[src/rtl/core/assert_macros.svh]
// Assertion macros used by the allocator datapath (gfba_dp).
`ifndef ASSERT_MACROS_SVH
`define ASSERT_MACROS_SVH
`ifndef SYNTH
`define GFBA_ASSERT(lbl, clk, rst, prop) \
   lbl: assert property (@(posedge clk) disable iff (rst) prop) \
      else $error("gfba assertion failed");
`define GFBA_NEVER(lbl, clk, rst, expr) \
   lbl: assert property (@(posedge clk) disable iff (rst) !(expr)) \
      else $error("gfba forbidden condition");
`else
`define GFBA_ASSERT(lbl, clk, rst, prop)
`define GFBA_NEVER(lbl, clk, rst, expr)
`endif
`endif

[src/rtl/core/gfba_pkg.sv]
// Types and constants of the grouped free-block allocator.
package gfba_pkg;

   localparam int STACK_DEPTH = 32;
   localparam int BLOCK_BITS  = 16;
   localparam int FIELD_BITS  = 16;
   localparam int ADDR_BITS   = $clog2(STACK_DEPTH);
   localparam int COUNT_BITS  = $clog2(STACK_DEPTH + 1);

   typedef enum logic [1:0] {
      FUNC_ALLOC   = 2'd0,
      FUNC_RELEASE = 2'd1,
      FUNC_REFILL  = 2'd2
   } func_type;

   typedef enum logic [2:0] {
      KIND_GRANTED    = 3'd0,
      KIND_NO_SPACE   = 3'd1,
      KIND_READ_CHAIN = 3'd2,
      KIND_WRITE_WORD = 3'd3,
      KIND_RELEASED   = 3'd4,
      KIND_REFILL_OK  = 3'd5,
      KIND_REFUSED    = 3'd6
   } kind_type;

   typedef enum logic [1:0] {
      BLK_ZERO = 2'd0,
      BLK_IN   = 2'd1,
      BLK_HELD = 2'd2,
      BLK_RAM  = 2'd3
   } blk_src_type;

   typedef enum logic [1:0] {
      WORD_ZERO  = 2'd0,
      WORD_COUNT = 2'd1,
      WORD_RAM   = 2'd2
   } word_src_type;

   typedef struct packed {
      logic         accept;
      logic         emit;
      kind_type     kind;
      logic         last;
      blk_src_type  blk_src;
      word_src_type word_src;
      logic         rd_spill;
      logic         hold_ram;
      logic         refill_store;
      logic         pop_commit;
      logic         pop_zero;
      logic         start_refill;
      logic         push;
      logic         push_reset;
      logic         idx_inc;
   } gfba_cmd_type;

   typedef struct packed {
      logic out_free;
      logic awaiting;
      logic count_zero;
      logic count_one;
      logic count_full;
      logic ram_zero;
      logic idx_last;
   } gfba_status_type;

endpackage

[src/rtl/core/grouped_free_block_allocator.sv]
// Grouped free-block allocator: a free-block stack with chain refill and spill.
// Results are registered; allocate goes through ST_POP, a spilling release through ST_SPILL_HDR.
// One item a cycle while the result is taken; allocate adds ST_POP, and ST_CHAIN when it empties the stack.
// A spill on release streams all STACK_DEPTH stack entries through the single stack RAM read port.
// Synchronous active-high reset empties the stack count and leaves refill mode; no clearing pass.
module grouped_free_block_allocator (
   input  logic        clock,
   input  logic        reset,
   input  logic        req_tvalid,
   output logic        req_tready,
   input  logic [31:0] req_tdata,  // block_number[15:0], refill_word[31:16]
   input  logic [1:0]  req_tuser,  // func[1:0]
   output logic        rsp_tvalid,
   input  logic        rsp_tready,
   output logic [31:0] rsp_tdata,  // result_block[15:0], chain_word[31:16]
   output logic [2:0]  rsp_tuser,  // kind[2:0]
   output logic        rsp_tlast
);

   gfba_pkg::gfba_cmd_type    cmd;
   gfba_pkg::gfba_status_type status;
   logic [gfba_pkg::FIELD_BITS-1:0] rsp_block, rsp_word;

   gfba_ctrl u_ctrl (
      .clock     (clock),
      .reset     (reset),
      .req_tvalid(req_tvalid),
      .req_tready(req_tready),
      .req_func  (req_tuser),
      .status    (status),
      .cmd       (cmd)
   );

   gfba_dp u_dp (
      .clock     (clock),
      .reset     (reset),
      .cmd       (cmd),
      .status    (status),
      .req_block (req_tdata[15:0]),
      .req_word  (req_tdata[31:16]),
      .rsp_tready(rsp_tready),
      .rsp_valid (rsp_tvalid),
      .rsp_kind  (rsp_tuser),
      .rsp_block (rsp_block),
      .rsp_word  (rsp_word),
      .rsp_last  (rsp_tlast)
   );

   assign rsp_tdata = {rsp_word, rsp_block};

endmodule

[src/rtl/core/gfba_ram.sv]
// Generic single-port-write RAM with registered read.
module gfba_ram #(
   parameter int WIDTH = 16,
   parameter int DEPTH = 32
) (
   input  logic                     clock,
   input  logic                     wr_en,
   input  logic [$clog2(DEPTH)-1:0] wr_addr,
   input  logic [WIDTH-1:0]         wr_data,
   input  logic [$clog2(DEPTH)-1:0] rd_addr,
   output logic [WIDTH-1:0]         rd_data
);

   logic [WIDTH-1:0] mem_ff [DEPTH];
   logic [WIDTH-1:0] rd_data_ff;

   always_ff @(posedge clock) begin
      if (wr_en) begin
         mem_ff[wr_addr] <= wr_data;
      end
      rd_data_ff <= mem_ff[rd_addr];
   end

   assign rd_data = rd_data_ff;

endmodule

[src/rtl/core/gfba_ctrl.sv]
// Controller state machine of the allocator.
module gfba_ctrl (
   input  logic                     clock,
   input  logic                     reset,
   input  logic                     req_tvalid,
   output logic                     req_tready,
   input  logic [1:0]               req_func,
   input  gfba_pkg::gfba_status_type status,
   output gfba_pkg::gfba_cmd_type   cmd
);

   typedef enum logic [2:0] {
      ST_IDLE,
      ST_POP,
      ST_CHAIN,
      ST_SPILL_HDR,
      ST_SPILL_RD,
      ST_SPILL_WR,
      ST_PUSH
   } state_type;

   state_type state_ff, state_in;

   always_ff @(posedge clock) begin
      if (reset) begin
         state_ff <= ST_IDLE;
      end else begin
         state_ff <= state_in;
      end
   end

   always_comb begin
      cmd        = '0;
      state_in   = state_ff;
      req_tready = 1'b0;
      case (state_ff)
         ST_IDLE: begin
            req_tready = status.out_free;
            if (req_tvalid && status.out_free) begin
               cmd.accept = 1'b1;
               cmd.emit   = 1'b1;
               cmd.last   = 1'b1;
               cmd.kind   = gfba_pkg::KIND_REFUSED;
               if (status.awaiting) begin
                  if (gfba_pkg::func_type'(req_func) == gfba_pkg::FUNC_REFILL) begin
                     cmd.refill_store = 1'b1;
                     cmd.kind         = gfba_pkg::KIND_REFILL_OK;
                  end
               end else begin
                  case (gfba_pkg::func_type'(req_func))
                     gfba_pkg::FUNC_ALLOC: begin
                        if (status.count_zero) begin
                           cmd.kind = gfba_pkg::KIND_NO_SPACE;
                        end else begin
                           cmd.emit = 1'b0;
                           state_in = ST_POP;
                        end
                     end
                     gfba_pkg::FUNC_RELEASE: begin
                        if (status.count_full) begin
                           cmd.emit = 1'b0;
                           state_in = ST_SPILL_HDR;
                        end else begin
                           cmd.push    = 1'b1;
                           cmd.blk_src = gfba_pkg::BLK_IN;
                           cmd.kind    = gfba_pkg::KIND_RELEASED;
                        end
                     end
                     default: cmd.kind = gfba_pkg::KIND_REFUSED;
                  endcase
               end
            end
         end
         ST_POP: begin
            if (status.out_free) begin
               cmd.emit = 1'b1;
               state_in = ST_IDLE;
               if (status.ram_zero) begin
                  cmd.pop_zero = 1'b1;
                  cmd.kind     = gfba_pkg::KIND_NO_SPACE;
                  cmd.last     = 1'b1;
               end else if (status.count_one) begin
                  cmd.pop_commit   = 1'b1;
                  cmd.start_refill = 1'b1;
                  cmd.hold_ram     = 1'b1;
                  cmd.blk_src      = gfba_pkg::BLK_RAM;
                  cmd.kind         = gfba_pkg::KIND_READ_CHAIN;
                  state_in         = ST_CHAIN;
               end else begin
                  cmd.pop_commit = 1'b1;
                  cmd.blk_src    = gfba_pkg::BLK_RAM;
                  cmd.kind       = gfba_pkg::KIND_GRANTED;
                  cmd.last       = 1'b1;
               end
            end
         end
         ST_CHAIN: begin
            if (status.out_free) begin
               cmd.emit    = 1'b1;
               cmd.blk_src = gfba_pkg::BLK_HELD;
               cmd.kind    = gfba_pkg::KIND_GRANTED;
               cmd.last    = 1'b1;
               state_in    = ST_IDLE;
            end
         end
         ST_SPILL_HDR: begin
            if (status.out_free) begin
               cmd.emit     = 1'b1;
               cmd.blk_src  = gfba_pkg::BLK_HELD;
               cmd.word_src = gfba_pkg::WORD_COUNT;
               cmd.kind     = gfba_pkg::KIND_WRITE_WORD;
               state_in     = ST_SPILL_RD;
            end
         end
         ST_SPILL_RD: begin
            cmd.rd_spill = 1'b1;
            state_in     = ST_SPILL_WR;
         end
         ST_SPILL_WR: begin
            cmd.rd_spill = 1'b1;
            if (status.out_free) begin
               cmd.emit     = 1'b1;
               cmd.blk_src  = gfba_pkg::BLK_HELD;
               cmd.word_src = gfba_pkg::WORD_RAM;
               cmd.kind     = gfba_pkg::KIND_WRITE_WORD;
               cmd.idx_inc  = 1'b1;
               state_in     = status.idx_last ? ST_PUSH : ST_SPILL_RD;
            end
         end
         ST_PUSH: begin
            if (status.out_free) begin
               cmd.emit       = 1'b1;
               cmd.push       = 1'b1;
               cmd.push_reset = 1'b1;
               cmd.blk_src    = gfba_pkg::BLK_HELD;
               cmd.kind       = gfba_pkg::KIND_RELEASED;
               cmd.last       = 1'b1;
               state_in       = ST_IDLE;
            end
         end
         default: state_in = ST_IDLE;
      endcase
   end

endmodule

[src/rtl/core/gfba_dp.sv]
// Datapath of the allocator: stack RAM, count, refill tracking, result register.
`include "assert_macros.svh"

module gfba_dp (
   input  logic                                clock,
   input  logic                                reset,
   input  gfba_pkg::gfba_cmd_type              cmd,
   output gfba_pkg::gfba_status_type           status,
   input  logic [gfba_pkg::FIELD_BITS-1:0]     req_block,
   input  logic [gfba_pkg::FIELD_BITS-1:0]     req_word,
   input  logic                                rsp_tready,
   output logic                                rsp_valid,
   output logic [2:0]                          rsp_kind,
   output logic [gfba_pkg::FIELD_BITS-1:0]     rsp_block,
   output logic [gfba_pkg::FIELD_BITS-1:0]     rsp_word,
   output logic                                rsp_last
);

   localparam int AW = gfba_pkg::ADDR_BITS;
   localparam int CW = gfba_pkg::COUNT_BITS;
   localparam int BW = gfba_pkg::BLOCK_BITS;
   localparam int FW = gfba_pkg::FIELD_BITS;

   logic [CW-1:0] count_ff, count_in;
   logic [CW-1:0] pos_ff, pos_in;
   logic          awaiting_ff, awaiting_in;
   logic [AW-1:0] idx_ff, idx_in;
   logic [BW-1:0] blk_ff, blk_in;
   logic          rsp_valid_ff, rsp_valid_in;
   logic [2:0]    rsp_kind_ff, rsp_kind_in;
   logic [FW-1:0] rsp_block_ff, rsp_block_in;
   logic [FW-1:0] rsp_word_ff, rsp_word_in;
   logic          rsp_last_ff, rsp_last_in;

   logic          wr_en;
   logic [AW-1:0] wr_addr, rd_addr;
   logic [BW-1:0] wr_data, rd_data, blk_sel, blk_req;
   logic [FW-1:0] word_sel;

   assign blk_req = BW'(req_block);
   assign rd_addr = cmd.rd_spill ? idx_ff : AW'(count_ff - CW'(1));

   gfba_ram #(
      .WIDTH(BW),
      .DEPTH(gfba_pkg::STACK_DEPTH)
   ) u_stack (
      .clock  (clock),
      .wr_en  (wr_en),
      .wr_addr(wr_addr),
      .wr_data(wr_data),
      .rd_addr(rd_addr),
      .rd_data(rd_data)
   );

   always_comb begin
      case (cmd.blk_src)
         gfba_pkg::BLK_IN:   blk_sel = blk_req;
         gfba_pkg::BLK_HELD: blk_sel = blk_ff;
         gfba_pkg::BLK_RAM:  blk_sel = rd_data;
         default:            blk_sel = '0;
      endcase
      case (cmd.word_src)
         gfba_pkg::WORD_COUNT: word_sel = FW'(count_ff);
         gfba_pkg::WORD_RAM:   word_sel = FW'(rd_data);
         default:              word_sel = '0;
      endcase
   end

   always_comb begin
      wr_en   = 1'b0;
      wr_addr = count_ff[AW-1:0];
      wr_data = blk_sel;
      if (cmd.refill_store && (pos_ff != '0)) begin
         wr_en   = 1'b1;
         wr_addr = AW'(pos_ff - CW'(1));
         wr_data = BW'(req_word);
      end
      if (cmd.push) begin
         wr_en   = 1'b1;
         wr_addr = cmd.push_reset ? '0 : count_ff[AW-1:0];
         wr_data = blk_sel;
      end
   end

   always_comb begin
      count_in    = count_ff;
      pos_in      = pos_ff;
      awaiting_in = awaiting_ff;
      idx_in      = idx_ff;
      blk_in      = blk_ff;
      if (cmd.refill_store) begin
         if (pos_ff == '0) begin
            count_in = (req_word > FW'(gfba_pkg::STACK_DEPTH)) ?
                       CW'(gfba_pkg::STACK_DEPTH) : CW'(req_word);
         end
         if (pos_ff == CW'(gfba_pkg::STACK_DEPTH)) begin
            pos_in      = '0;
            awaiting_in = 1'b0;
         end else begin
            pos_in = pos_ff + CW'(1);
         end
      end
      if (cmd.pop_zero) begin
         count_in = '0;
      end
      if (cmd.pop_commit) begin
         count_in = count_ff - CW'(1);
      end
      if (cmd.start_refill) begin
         awaiting_in = 1'b1;
         pos_in      = '0;
      end
      if (cmd.push) begin
         count_in = cmd.push_reset ? CW'(1) : count_ff + CW'(1);
      end
      if (cmd.accept) begin
         idx_in = '0;
         blk_in = blk_req;
      end
      if (cmd.idx_inc) begin
         idx_in = idx_ff + AW'(1);
      end
      if (cmd.hold_ram) begin
         blk_in = rd_data;
      end
   end

   always_comb begin
      rsp_valid_in = rsp_valid_ff;
      rsp_kind_in  = rsp_kind_ff;
      rsp_block_in = rsp_block_ff;
      rsp_word_in  = rsp_word_ff;
      rsp_last_in  = rsp_last_ff;
      if (cmd.emit) begin
         rsp_valid_in = 1'b1;
         rsp_kind_in  = cmd.kind;
         rsp_block_in = FW'(blk_sel);
         rsp_word_in  = word_sel;
         rsp_last_in  = cmd.last;
      end else if (rsp_tready) begin
         rsp_valid_in = 1'b0;
      end
   end

   always_ff @(posedge clock) begin
      if (reset) begin
         count_ff     <= '0;
         pos_ff       <= '0;
         awaiting_ff  <= 1'b0;
         rsp_valid_ff <= 1'b0;
      end else begin
         count_ff     <= count_in;
         pos_ff       <= pos_in;
         awaiting_ff  <= awaiting_in;
         rsp_valid_ff <= rsp_valid_in;
      end
      idx_ff       <= idx_in;
      blk_ff       <= blk_in;
      rsp_kind_ff  <= rsp_kind_in;
      rsp_block_ff <= rsp_block_in;
      rsp_word_ff  <= rsp_word_in;
      rsp_last_ff  <= rsp_last_in;
   end

   assign status.out_free   = !rsp_valid_ff || rsp_tready;
   assign status.awaiting   = awaiting_ff;
   assign status.count_zero = (count_ff == '0);
   assign status.count_one  = (count_ff == CW'(1));
   assign status.count_full = (count_ff >= CW'(gfba_pkg::STACK_DEPTH));
   assign status.ram_zero   = (rd_data == '0);
   assign status.idx_last   = (idx_ff == AW'(gfba_pkg::STACK_DEPTH - 1));

   assign rsp_valid = rsp_valid_ff;
   assign rsp_kind  = rsp_kind_ff;
   assign rsp_block = rsp_block_ff;
   assign rsp_word  = rsp_word_ff;
   assign rsp_last  = rsp_last_ff;

   `GFBA_NEVER(a_count_bound, clock, reset, count_ff > CW'(gfba_pkg::STACK_DEPTH))
   `GFBA_ASSERT(a_pos_in_refill, clock, reset, (pos_ff != '0) |-> awaiting_ff)
   `GFBA_NEVER(a_no_overwrite, clock, reset, cmd.emit && rsp_valid_ff && !rsp_tready)
   `GFBA_ASSERT(a_refill_empty, clock, reset, cmd.start_refill |=> (count_ff == '0))

endmodule

[config.mk]
export PLATFORM = sky130hd
export DESIGN_NAME = grouped_free_block_allocator
export DESIGN_NICKNAME = d
export VERILOG_FILES = /design/src/rtl/core/gfba_pkg.sv /design/src/rtl/core/grouped_free_block_allocator.sv /design/src/rtl/core/gfba_ram.sv /design/src/rtl/core/gfba_ctrl.sv /design/src/rtl/core/gfba_dp.sv
export VERILOG_INCLUDE_DIRS = /design/src /design/src/rtl/core
export SDC_FILE = /design/constraint.sdc
export NUM_CORES = 1
export LEC_CHECK = 0
export BUFFER_PORTS_ARGS = -buffer_cell sky130_fd_sc_hd__clkbuf_2
export CELL_PAD_IN_SITES_DETAIL_PLACEMENT = 1
export CELL_PAD_IN_SITES_GLOBAL_PLACEMENT = 1
export CORE_AREA = 2 2 292 222
export CTS_BUF_LIST = sky130_fd_sc_hd__clkbuf_8
export CTS_CLUSTER_SIZE = 40
export DETAILED_ROUTE_END_ITERATION = 10
export DIE_AREA = 0 0 294 224
export PLACE_DENSITY_LB_ADDON = 0.08
export SLEW_MARGIN = 20
export SYNTH_ARGS = -nofsm -noshare
export SYNTH_HDL_FRONTEND = slang
export SYNTH_HIERARCHICAL = 1
export SYNTH_SLANG_ARGS = --single-unit
[constraint.sdc]
create_clock -name clock -period 5.1 [get_ports clock]
set_input_delay 0.51 -clock clock [delete_from_list [all_inputs] [get_ports clock]]
set_output_delay 0.51 -clock clock [all_outputs]
set_load 0.02 [all_outputs]
* Word-level counts from Yosys, hierarchy flattened *
Memories as Yosys holds them, arrays and structs flattened. A register that Yosys moved wholly into a read port is not among the register bits.
Cells that the tools add are included.

word-level totals
  input bits = 38
  output and inout port bits = 38
  logic and storage cells = 159
  register bits after elaboration = 74
  memories kept = 1
  memory bits (writable) = 512

cells by class
  eq/ne operators = 25
  reductions and logical operators = 24
  magnitude comparators = 2
  multiplexer cells = 91
  add/sub/neg operators = 5

memory list
  memory               depth  width  read ports  clocked after Yosys merged registers in  wr ports  RTL line        source
  u_dp.u_stack.mem_ff  32     16     1           1                                        1         gfba_ram.sv:14  logic [WIDTH-1:0] mem_ff [DEPTH];

operators with widths
  cell                                                 count
  2-to-1 mux 16 bit                                    4
  2-to-1 mux 6 bit                                     8
  one-hot mux 16 bit (3 select lines)                  1
  2-to-1 mux 3 bit                                     13
  2-to-1 mux 1 bit                                     33
  one-hot mux 16 bit (2 select lines)                  1
  2-to-1 mux 5 bit                                     6
  2-to-1 mux 7 bit                                     3
  one-hot mux 4 bit (5 select lines)                   1
  one-hot mux 3 bit (6 select lines)                   1
  > comparator 16 x 6 -> 1 bit, second input constant  1
  zero test 16 bit                                     1
  2-to-1 mux 2 bit                                     8
  2-to-1 mux 4 bit                                     4
  adder 6 x 1 -> 6 bit, second input constant          2
  zero test 6 bit                                      2
  one-hot mux 2 bit (6 select lines)                   1
  one-hot mux 3 bit (2 select lines)                   2
  != test 2 x 1 -> 1 bit, second input constant        5
  nonzero test 2 bit                                   5
  equality test 3 bit, second input constant           3
  != test 3 bit, second input constant                 3
  AND reduction 9 bit                                  1
  equality test 2 bit, second input constant           4
  24 further kinds                                     34

* Logic depth before layout (Yosys ltp) *
Gate-level depths: netlist of the first run.

  depth in word-level cells = 10
  gate-level depth with buffers = 13
  mapped depth without buffers = 11

* Hierarchy *
The synthesis of the first run kept the hierarchy.

modules (own cells, without submodules)
  module     instances  sequential area each (µm²)  area an instance (µm²)  cells an instance
  gfba_ram   1          15695.1                     20534.7                 1143
  gfba_dp    1          1991.9                      3996.3                  331
  gfba_ctrl  1          60.1                        495.5                   73

* Worst setup path after synthesis of the first run *
No wires, ideal clock.

  path kind = in2reg
  start = input port rsp_tready
  end = memory u_dp.u_stack.mem_ff[19][0] (enable)
  data required time = 4.711 ns
  buffers on the path = 3
  path slack = 0.959 ns
  arrival = 3.752 ns
  library setup time = 0.389 ns
  stages on the path = 11
  cell sequence = nand2b_1 buf_2 nor4b_4 nand2_1 nor3_1 clkbuf_1 o211ai_4 buf_6 o2bb2ai_1 or3b_2 nor2_1

RTL lines
  what         RTL line                            source
  from (decl)  grouped_free_block_allocator.sv:14  input logic rsp_tready,
  to (decl)    gfba_ram.sv:14

==> results of run 1 <==
## per-layer routing
layer	vias to the layer above	track usage	part of all wire
met1	7460	0.330	0.49
met5	-	0	0
met2	370	0.302	0.43
li1	6414	-	-
met3	84	0.0411	0.060
met4	0	0.0569	0.019
## cells in the mapped netlist (25+ instances only)
cell	instances	area [um2]
sky130_fd_sc_hd__clkbuf_1	27	101
sky130_fd_sc_hd__nand3_1	42	210
sky130_fd_sc_hd__edfxtp_1	569	17100
sky130_fd_sc_hd__dfxtp_1	33	661
sky130_fd_sc_hd__nor2_1	62	233
sky130_fd_sc_hd__buf_2	25	125
sky130_fd_sc_hd__a22o_1	48	420
sky130_fd_sc_hd__mux2_2	47	529
sky130_fd_sc_hd__a21oi_1	39	195
sky130_fd_sc_hd__nand2_1	51	191
sky130_fd_sc_hd__mux2i_1	258	2580
sky130_fd_sc_hd__a22oi_1	71	533
## layout make-up
class	count	area, um2
multi-input cells	834	6570
diodes	2	5.00
well taps	820	1030
fillers	6151	34700
clock buffers	103	1420
clock inverters	78	389
inverters	17	63.8
flip-flops and latches	602	17700
repair buffers	152	1020
## cell usage in the layout (no fill, tap or decap), drive strengths merged, types with 3 or more instances in the layout
master,count
a21oi,41
a22o,48
a22oi,71
a31oi,18
and2,18
and3,5
buf,77
clkbuf,178
clkinv,32
clkinvlp,4
dfxtp,33
edfxtp,569
ha,11
inv,57
mux2,49
mux2i,258
nand2,51
nand2b,8
nand3,42
nand3b,6
nand4,20
nand4b,3
nor2,63
nor2b,9
nor3,23
nor4,6
o211ai,4
o21ai,16
o2bb2ai,5
or2,4
or3,4
or3b,4
or4,3
xnor2,10
xor2,6
## cells by family after synthesis
| group | count (synthesis) | synth area share |
|---|---|---|
| AND/OR/NAND/NOR | 276 | 0.0575 |
| adder cells (fa/ha/maj) | 11 | 0.00550 |
| AO/OA/AOI/OAI | 224 | 0.0670 |
| flip-flops | 602 | 0.709 |
| multiplexers | 307 | 0.125 |
| buffers and inverters | 111 | 0.0300 |
| XOR/XNOR | 16 | 0.00560 |
## stage by stage
| stage | cell area, um2 | std cells | hold slack, ns | setup WS (ns) |
|---|---|---|---|---|
| global placement | 26400 | 2425 | 0.573 | 1.09 |
| global route | 28200 | 2607 | 0.111 | 0.691 |
| floorplan | 25000 | 1547 | 0.458 | 0.959 |
| finish | 28200 | 2608 | 0.146 | 1.01 |
| detailed placement | 26400 | 2425 | 0.583 | 0.924 |
| CTS | 28200 | 2606 | 0.0770 | 1.03 |
## worst reg2reg max path: stages, from the launching register on
cell and delay [ns]:
sky130_fd_sc_hd__dfxtp_1 0.69, sky130_fd_sc_hd__nor2b_1 0.79, sky130_fd_sc_hd__mux2i_1 0.71, sky130_fd_sc_hd__nor2b_4 0.73
sky130_fd_sc_hd__buf_4 0.37, sky130_fd_sc_hd__a22oi_1 0.22, sky130_fd_sc_hd__a31oi_1 0.30, sky130_fd_sc_hd__nand3_1 0.15
## where the power goes
part | internal, mW | leakage (nW) | switching, mW | total [mW]
logic | 0.675 | 4.47 | 1.54 | 2.21
registers | 5.70 | 5.48 | 0.182 | 5.89
clock network | 1.97 | 1.05 | 1.95 | 3.92
total | 8.35 | 11.0 | 3.67 | 12.0
## worst min-delay path by stage
stage | start | endpoint | slack (ns) | cells after the start
global placement | u_dp/awaiting_ff | u_dp/awaiting_ff | 0.57 | 2
floorplan | u_dp/awaiting_ff | u_dp/awaiting_ff | 0.46 | 2
detailed placement | u_dp/awaiting_ff | u_dp/awaiting_ff | 0.58 | 2
CTS | req_tdata[10] | u_dp/blk_ff[10] | 0.08 | 2
global route | req_tdata[10] | u_dp/blk_ff[10] | 0.11 | 2
finish | req_tdata[3] | u_dp/blk_ff[3] | 0.15 | 2
## sequential cells by signal, indices dropped and copies added, names as in the netlist
| signal | count |
|---|---|
| u_dp/idx_ff | 5 |
| u_dp/count_ff | 6 |
| u_dp/rsp_last | 1 |
| u_dp/pos_ff | 6 |
| u_dp/awaiting_ff | 1 |
| u_dp/rsp_valid | 1 |
| u_ctrl/state_ff | 3 |
| u_dp/rsp_word | 16 |
| u_dp/rsp_block | 16 |
| u_dp/blk_ff | 16 |
| u_dp/u_stack/mem_ff | 512 |
| u_dp/rsp_kind | 3 |
| u_dp/u_stack/rd_data | 16 |
==> reports/results.md, run 1 <==
| Metric | Value |
| --- | --- |
| Run status | completed |
| Post-cts sizing count | 0 |
| Wire length of the first global-routing pass | 102000 um |
| Max transition margin | 0.338 |
| Critical path capture point type | flip-flop |
| Quantity of I/O buffers inserted on ports | 75 |
| Distinct cells, synth | 69 |
| Final #Nets | 1753 |
| Fraction of layout cells with a size suffix above 1 | 0.194 |
| Leading register cell type out of synthesis | sky130_fd_sc_hd__edfxtp_1 |
| Worst path arrival time | 4.63 ns |
| Tightest Hold Check Type | in2reg |
| Largest net degree at the start of global routing | 63 |
| Die footprint | 0.0659 mm2 |
| Final period util | 0.801 |
| Total of flip-flops plus latches after synthesis | 602 |
| GR Overflow Total | 0 |
| Max Clk Rate | 245 MHz |
| Via count of the routed design | 14300 |
| Crit path max-delay family | simple AND/OR/NAND/NOR gates |
| CP Buf/Inv Count | 1 |
| Root Buffer | sky130_fd_sc_hd__clkbuf_8 |
| CP Depth | 7 |
| Share of the core filled with cells in the final layout | 0.448 |
| Worst setup path class | reg2reg |
| Max stage delay cell, worst path | sky130_fd_sc_hd__nor2b_1 |
| Worst-skew pair later-pin latency | 0.70 ns |
| Number of sinks on the clock net | 602 |
| CP cell instances | nor2b_1 > mux2i_1 > nor2b_4 > buf_4 > a22oi_1 > a31oi_1 > nand3_1 |
| Horizontal die dimension | 294 um |
| Gate count after technology mapping | 1547 |
| Drc violations | 0 |
| Mapped cell area | 0.0250 mm2 |
| Clock tree skew after final layout | 0.0340 ns |
| Data required time at the worst endpoint | 5.65 ns |
| Reported leakage power | 11.0 nW |
| Final sum of negative setup slack | 0 ns |
| Endpoint of the most critical setup path | u_dp/u_stack/rd_data[13] |
| Synth Area per Inst | 16.2 um2 |
| Height of the die | 224 um |
| CTS tree | yes |
| IR drop worst, VDD | 0.000178 V |
| Max Buffers Root-to-Sink | 3 |
| Number of hold violations in the final report | 0 |
| Post-Synthesis Net Count | 1596 |
| P&R area growth vs syn | 12.8% |
| First drt pass iteration count | 5 |
| Number of H-tree levels | 3 |
| Delay of the slowest cell on the worst path | 0.79 ns |
| Max-cap viol count | 0 |
| Post-detailed-routing wire length | 69600 um |
| RSZ-0062 raised after global routing | no |
| Async SR Flop Fraction | 0 |
| Final-report max-slew violation count | 0 |
| Number of antenna-violating nets in the routed design | 0 |
| Internal reg-to-reg setup slack | 1.01 ns |
| Yosys Warn Count | 6 |
| Endpoint of the worst-slack reg-to-reg timing path | u_dp/u_stack/rd_data[13] |
| Number of hold-repair buffers added at the cts stage | 0 |
| Weighted congestion reported at the end of routability-driven placement | 0.852 |
| Post-DP HPWL | 45300 um |
| Sequential-to-total area share from yosys stat | 0.709 |
| Total power | 12.0 mW |
| Via count of the first global-routing pass | 14900 |
| Number of placement rows | 80 |
| Setup-failing EPs final | 0 |
| Initial DRC count | 1303 |
| Number of antenna violations at the first check in global routing | 4 |
| Fin crit period | 4.09 ns |
| GRT Overall Usage | 0.213 |
| Via density per instance | 5.49 |
| Inserted Clock Buffers | 97 |
| # IOs | 76 |
| Critical path origin | u_ctrl/state_ff[2] |
| Critical Path Source Type | flip-flop |
| Clock transition at the registers of the reported paths | 0.06 ns |
| Count of flip-flops with a built-in enable after synthesis | 569 |
| Detailed-route wire length per cell | 26.7 um |
| Reg2Reg Launch Point | u_ctrl/state_ff[2] |
| Core Area | 0.0630 mm2 |
| Path depth of the worst reg2reg path | 7 |
| Largest fanout of any net on the critical path | 20 |
| Power per standard cell area | 426 mW/mm2 |
| Post-CTS setup buffer count | 0 |
| Transition time of the tightest slew-check pin | 0.983 ns |
| Initial Utilization | 0.397 |
Power figures use the tool's default switching activity.
==> run 2, diff against run 1 <==
==> constraint.sdc (replaced) <==
create_clock -name clock -period 4.1 [get_ports clock]
set_input_delay 0.41 -clock clock [delete_from_list [all_inputs] [get_ports clock]]
set_output_delay 0.41 -clock clock [all_outputs]
set_load 0.02 [all_outputs]
==> reports/results.md, run 2 (synthesis gave the netlist of run 1 again) <==
| Metric | Value | Change |
| --- | --- | --- |
| Wire length of the first global-routing pass | 103000 um | +1.0% |
| Number of antenna repair diodes | 0 | -2 |
| Inserted Clock Buffers | 97 | unchanged |
| Tightest Hold Check Type | in2reg |  |
| Fraction of layout cells with a size suffix above 1 | 0.192 | -0.00164 |
| Power per standard cell area | 532 mW/mm2 | +25% |
| Most flops, register | u_dp/u_stack/mem_ff |  |
| P&R area growth vs syn | 13.8% |  |
| Max-cap viol count | 0 | unchanged |
| Clock transition at the registers of the reported paths | 0.06 ns | about the same |
| Run status | completed |  |
| Final-report max-slew violation count | 0 | unchanged |
| Number of H-tree levels | 3 | unchanged |
| Area of the multi-input gates | 0.00657 mm2 | about the same |
| Initial DRC count | 1177 | -9.7% |
| CP cell instances | nor4_1 > and4_1 > inv_1 > o21ai_0 > a21oi_1 > nor2b_1 > buf_4 > a22o_1 > mux2_2 |  |
| Initial Utilization | 0.397 | unchanged |
| Largest net degree at the start of global routing | 65 | +3.2% |
| Root Buffer | sky130_fd_sc_hd__clkbuf_8 |  |
| Data required time at the worst endpoint | 4.45 ns | -1.20 ns |
| Max stage delay cell, worst path | sky130_fd_sc_hd__mux2_2 |  |
| Worst-skew pair later-pin latency | 0.73 ns | +0.03 ns |
| Weighted congestion reported at the end of routability-driven placement | 0.813 | -4.6% |
| Sequential cell area | 0.0177 mm2 | unchanged |
| Via density per instance | 5.52 | +0.48% |
| Commonest cells after routing, fill and taps aside | 569 x sky130_fd_sc_hd__edfxtp_1, 258 x sky130_fd_sc_hd__mux2i_1, 103 x sky130_fd_sc_hd__clkbuf_8 |  |
| Critical Path Source Type | flip-flop |  |
| Met1 track demand over resource | 0.326 | -0.00453 |
| Height of the die | 224 um | unchanged |
| Detailed-route wire length per cell | 27.0 um | +1.2% |
| IR drop worst, VDD | 0.000258 V | +45% |
| Reported leakage power | 11.1 nW | +1.1% |
| Clock tree skew after final layout | 0.0551 ns | +0.0211 ns |
| Area of all placed cells without fillers | 0.0285 mm2 | +0.87% |
| # IOs | 76 | unchanged |
| Via count of the first global-routing pass | 14700 | -1.1% |
| GRT Overall Usage | 0.215 | +0.00205 |
| RSZ-0062 raised after global routing | no |  |
| Largest fanout of any net on the critical path | 32 | +60% |
| Final period util | 0.919 | +0.118 |
| Top Usage Layer GRT | met1 |  |
| Placed inst area | 0.0265 mm2 | +0.33% |
| CTS tree | yes |  |
| Post-Place Setup Slack | -0.0831 ns | -1.01 ns |
| Setup-failing EPs final | 0 | unchanged |
| First drt pass iteration count | 7 | +2 |
| Total power | 15.1 mW | +26% |
| Critical path capture point type | flip-flop |  |
| Post-DP HPWL | 44900 um | -0.75% |
| Die footprint | 0.0659 mm2 | unchanged |
| Worst setup path class | reg2reg |  |
| Smallest setup slack after layout | 0.332 ns | -0.681 ns |
| GR Overflow Total | 0 | unchanged |
| Fin crit period | 3.77 ns | -0.319 ns |
| Transition time of the tightest slew-check pin | 0.934 ns | -0.0491 ns |
| Drc violations | 0 | unchanged |
| Number of antenna violations at the first check in global routing | 2 | -2 |
| Delay of the slowest cell on the worst path | 0.76 ns | -0.03 ns |
| Post-detailed-routing wire length | 70600 um | +1.5% |
| Quantity of I/O buffers inserted on ports | 75 | unchanged |
| Total of fill cells in the finished design | 6131 | -0.33% |
| Global routing met2 resource utilization | 0.311 | +0.00981 |
| Number of antenna-violating nets in the routed design | 0 | unchanged |
| Max transition margin | 0.375 | +0.0373 |
| Final #Nets | 1765 | +0.68% |
| Number of hold violations in the final report | 0 | unchanged |
| Max Buffers Root-to-Sink | 3 | unchanged |
| Share of the core filled with cells in the final layout | 0.452 | +0.00392 |
| Met3 global-route usage | 0.0469 | +0.00585 |
| Horizontal die dimension | 294 um | unchanged |
| Most common library cell in the layout ignoring fill and taps | sky130_fd_sc_hd__edfxtp_1 |  |
| Worst path arrival time | 4.12 ns | -0.51 ns |
| Number of placement rows | 80 | unchanged |
| Max Clk Rate | 265 MHz | +8.5% |
| Flip-flop count of the largest register, all copies and words added | 512 | unchanged |
| Core Area | 0.0630 mm2 | unchanged |
| Via count of the routed design | 14400 | +0.79% |
| Number of sinks on the clock net | 602 | unchanged |
[run 2: cell types whose count changed in the layout (fill, tap and decap cells not counted), moves of 2 or more]
cell / previous run / this run
sky130_fd_sc_hd__inv_1: 54 / 57
sky130_fd_sc_hd__clkinvlp_4: 4 / 0
sky130_fd_sc_hd__bufinv_16: 2 / 4
sky130_fd_sc_hd__inv_6: 2 / 0
sky130_fd_sc_hd__buf_4: 72 / 65
sky130_fd_sc_hd__dlygate4sd3_1: 0 / 12
sky130_fd_sc_hd__clkinv_1: 23 / 20
sky130_fd_sc_hd__buf_12: 5 / 12
sky130_fd_sc_hd__diode_2: 2 / 0
[run 2: per-stage QoR]
stage	hold slack [ns]	std cells	setup TNS (ns)
after floorplan	0.458	1547	0
after global placement	0.581	2425	-0.0431
after detailed placement	0.581	2425	-0.0831
after CTS	0.00795	2616	0
after global routing	0.0278	2616	0
final	0.0602	2616	0
[run 2: final timing paths]
check / startpoint / end / slack [ns] / depth (start not counted)
hold / removal: req_tdata[0] / u_dp/blk_ff[0] / 0.06 / 2
setup reg to reg: u_dp/u_stack/rd_data[15] / u_dp/u_stack/mem_ff[14][9] / 0.33 / 9
setup / recovery: u_dp/u_stack/rd_data[15] / u_dp/u_stack/mem_ff[14][9] / 0.33 / 9
hold reg to reg: u_dp/pos_ff[1] / u_dp/pos_ff[1] / 0.60 / 2
[run 2: repair_timing]
action	4_1_cts	5_1_grt
hold buffers	12	0
pin swaps	0	0
setup endpoints to repair	1	1
setup buffers	0	0
hold endpoints to repair	13	0
resized for setup	1	1
[run 2: metal layers]
| metal | vias up | part of all wire |
|---|---|---|
| li1 | 6438 | - |
| met1 | 7628 | 0.50 |
| met2 | 290 | 0.44 |
| met3 | 85 | 0.047 |
| met4 | 0 | 0.017 |
| met5 | - | 0 |
[run 2: layout make-up]
| cell class | instances | area share |
|---|---|---|
| Clock buffer | 103 | 0.0498 |
| Clock inverter | 76 | 0.0151 |
| Sequential cell | 602 | 0.623 |
| Timing Repair Buffer | 164 | 0.0430 |
| Inverter | 17 | 0.00224 |
| Multi-Input combinational cell | 834 | 0.231 |
| Tap cell | 820 | 0.0360 |
[run 2: critical path, delay by kind of cell (launching register included)]
| family | cells | cell delay [ns] |
|---|---|---|
| AOI/OAI and AO/OA | 3 | 0.63 |
| buffers and inverters | 2 | 0.37 |
| DFF | 1 | 0.36 |
| muxes | 1 | 0.76 |
| and+or+nand+nor | 3 | 1.27 |
[run 2: power breakdown]
group / total [mW] / switching (mW) / internal (mW)
Combinational: 2.79 / 1.91 / 0.875
Clock: 5.03 / 2.45 / 2.58
Sequential: 7.32 / 0.222 / 7.10
Total: 15.1 / 4.58 / 10.6
==> run 3, diff against run 2 <==
--- a/config.mk
+++ b/config.mk
@@ -14,7 +14,7 @@
 export CTS_CLUSTER_SIZE = 40
 export DETAILED_ROUTE_END_ITERATION = 10
 export DIE_AREA = 0 0 294 224
-export PLACE_DENSITY_LB_ADDON = 0.08
+export PLACE_DENSITY = 0.71
 export SLEW_MARGIN = 20
 export SYNTH_ARGS = -nofsm -noshare
 export SYNTH_HDL_FRONTEND = slang
==> reports/results.md, run 3 (synthesis gave the netlist of run 1 again) <==
| Metric | Value | Change |
| --- | --- | --- |
| Worst-skew pair later-pin latency | 0.70 ns | -0.03 ns |
| Transition time of the tightest slew-check pin | 0.966 ns | +0.0319 ns |
| Path depth of the worst reg2reg path | 9 | unchanged |
| Design internal power | 10.3 mW | -2.8% |
| Core Area | 0.0630 mm2 | unchanged |
| Count of placed standard cells including taps | 2423 | -0.082% |
| Comb pwr share | 0.189 | +0.005 |
| Most common library cell in the layout ignoring fill and taps | sky130_fd_sc_hd__edfxtp_1 |  |
| Clock transition at the registers of the reported paths | 0.06 ns | about the same |
| Post-cts sizing count | 0 | -1 |
| Share of total power in the clock network | 0.315 | -0.017 |
| Root Buffer | sky130_fd_sc_hd__clkbuf_8 |  |
| Largest fanout of any net on the critical path | 32 | unchanged |
| Number of H-tree levels | 3 | unchanged |
| Via count of the first global-routing pass | 15500 | +5.2% |
| Weighted congestion reported at the end of routability-driven placement | 0.860 | +5.8% |
| Hold Worst Slack | 0.0609 ns | +0.000623 ns |
| Detailed-route wire length per cell | 25.4 um | -5.9% |
| Worst path arrival time | 4.06 ns | -0.06 ns |
| Die footprint | 0.0659 mm2 | unchanged |
| Flip-flop count of the largest register, all copies and words added | 512 | unchanged |
| Height of the die | 224 um | unchanged |
| Number of antenna violations at the first check in global routing | 8 | +6 |
| Initial DRC count | 1262 | +7.2% |
| P&R area growth vs syn | 13.1% |  |
| Launch point of the worst hold path | req_tdata[0] |  |
| Internal reg-to-reg setup slack | 0.37 ns | +0.04 ns |
| Largest net degree at the start of global routing | 65 | unchanged |
| Fin crit period | 3.73 ns | -0.0399 ns |
| Number of hold violations in the final report | 0 | unchanged |
| GRT Overall Usage | 0.201 | -0.0142 |
| Power per standard cell area | 519 mW/mm2 | -2.4% |
| Final sum of negative setup slack | 0 ns | unchanged |
| RSZ-0062 raised after global routing | no |  |
| Total power | 14.7 mW | -3.0% |
| Register share of total power | 0.496 | +0.012 |
| Horizontal die dimension | 294 um | unchanged |
| Number of sinks on the clock net | 602 | unchanged |
| Reported leakage power | 11.0 nW | -0.90% |
| Max Clk Rate | 268 MHz | +1.1% |
| Fraction of layout cells with a size suffix above 1 | 0.189 | -0.00274 |
| # IOs | 76 | unchanged |
| Initial Utilization | 0.397 | unchanged |
| Number of cells on the worst hold path | 2 | unchanged |
| Data required time at the worst endpoint | 4.43 ns | -0.02 ns |
| Post-Place Setup Slack | 0.357 ns | +0.440 ns |
| Number of standard cells in the layout, taps in and fillers out | 2606 | -0.38% |
| IR drop worst, VDD | 0.000357 V | +38% |
| Worst setup path class | reg2reg |  |
| Reg2Reg Launch Point | u_dp/u_stack/rd_data[8] |  |
| Critical path capture point type | flip-flop |  |
| Critical Path Source Type | flip-flop |  |
| Share of the core filled with cells in the final layout | 0.450 | -0.00268 |
| Switching part of the total power | 0.302 | -0.00124 |
| Max-cap viol count | 0 | unchanged |
| Clock tree skew after final layout | 0.0578 ns | +0.00263 ns |
| CTS tree | yes |  |
| Max Buffers Root-to-Sink | 3 | unchanged |
| Max transition margin | 0.355 | -0.0204 |
| GR Overflow Total | 0 | unchanged |
| Via count of the routed design | 14600 | +0.84% |
| Number of antenna-violating nets in the routed design | 0 | unchanged |
| Most flops, register | u_dp/u_stack/mem_ff |  |
| Endpoint of the worst-slack reg-to-reg timing path | u_dp/u_stack/mem_ff[8][15] |  |
| Post-detailed-routing wire length | 66200 um | -6.2% |
| Inserted Clock Buffers | 94 | -3.1% |
| Smallest setup slack after layout | 0.372 ns | +0.0399 ns |
| Final-report max-slew violation count | 0 | unchanged |
| Setup-failing EPs final | 0 | unchanged |
| Destination of the worst hold path | u_dp/blk_ff[0] |  |
| Number of placement rows | 80 | unchanged |
| Via density per instance | 5.59 | +1.2% |
| Post-DP HPWL | 43200 um | -3.7% |
| Run status | completed |  |
| Quantity of I/O buffers inserted on ports | 75 | unchanged |
| First drt pass iteration count | 5 | -2 |
| Final period util | 0.909 | -0.00972 |
| Drc violations | 0 | unchanged |
| Tightest Hold Check Type | in2reg |  |
| Final #Nets | 1760 | -0.28% |
| Wire length of the first global-routing pass | 97800 um | -4.6% |
| Switching power of the nets | 4.43 mW | -3.4% |
| Placed inst area | 0.0265 mm2 | about the same |
| Commonest cells after routing, fill and taps aside | 569 x sky130_fd_sc_hd__edfxtp_1, 258 x sky130_fd_sc_hd__mux2i_1, 98 x sky130_fd_sc_hd__clkbuf_8 |  |
| Area of all placed cells without fillers | 0.0283 mm2 | -0.59% |
[run 3: metal layers]
layer  GRT usage  share of wire
met5           0        0.00012
met4      0.0652          0.028
met3      0.0554          0.076
met2       0.305           0.45
met1       0.278           0.45
[run 3: timing repair]
action,in CTS,in global routing
hold buffers,12,0
buffers inserted,0,0
hold endpoints to repair,12,0
[run 3: worst max-delay path, cell delays in order, from the launching register on]
cell and delay (ns):
sky130_fd_sc_hd__dfxtp_1 0.34, sky130_fd_sc_hd__nor4_1 0.63, sky130_fd_sc_hd__and4_1 0.51, sky130_fd_sc_hd__inv_1 0.09
sky130_fd_sc_hd__o21ai_0 0.16, sky130_fd_sc_hd__a21oi_1 0.15, sky130_fd_sc_hd__nor2b_1 0.14, sky130_fd_sc_hd__buf_4 0.25
sky130_fd_sc_hd__a22o_1 0.23, sky130_fd_sc_hd__mux2_2 0.82
[run 3: worst max path at each step]
stage / startpoint / end / slack, ns / depth (start not counted)
after global placement: u_dp/count_ff[0] / u_dp/u_stack/rd_data[10] / 0.46 / 9
after detailed placement: req_tuser[1] / u_dp/u_stack/mem_ff[21][9] / 0.36 / 11
after CTS: u_dp/count_ff[0] / u_dp/u_stack/rd_data[10] / 0.41 / 9
after global routing: u_ctrl/state_ff[1] / u_dp/u_stack/mem_ff[15][5] / 0.16 / 10
after floorplan: rsp_tready / u_dp/u_stack/mem_ff[19][0] / 0.06 / 11
final: u_dp/u_stack/rd_data[8] / u_dp/u_stack/mem_ff[8][15] / 0.37 / 9
[run 3: layout make-up]
class	instances	area, um2
Sequential cell	602	17700
Clock inverter	72	350
Timing Repair Buffer	162	1200
Antenna cell	1	2.50
Fill cell	6196	34600
Multi-Input combinational cell	834	6570
Inverter	17	63.8
Clock buffer	98	1350
Tap cell	820	1030
[run 3: power by group through the flow]
stage / Sequential, mW / Combinational, mW / Clock [mW]
6_report: 7.28 / 2.78 / 4.63
5_1_grt: 7.29 / 2.93 / 4.99
4_1_cts: 7.27 / 2.76 / 4.74
3_5_place_dp: 7.40 / 2.74 / 0
3_3_place_gp: 7.39 / 2.66 / 0
2_1_floorplan: 7.39 / 1.62 / 0
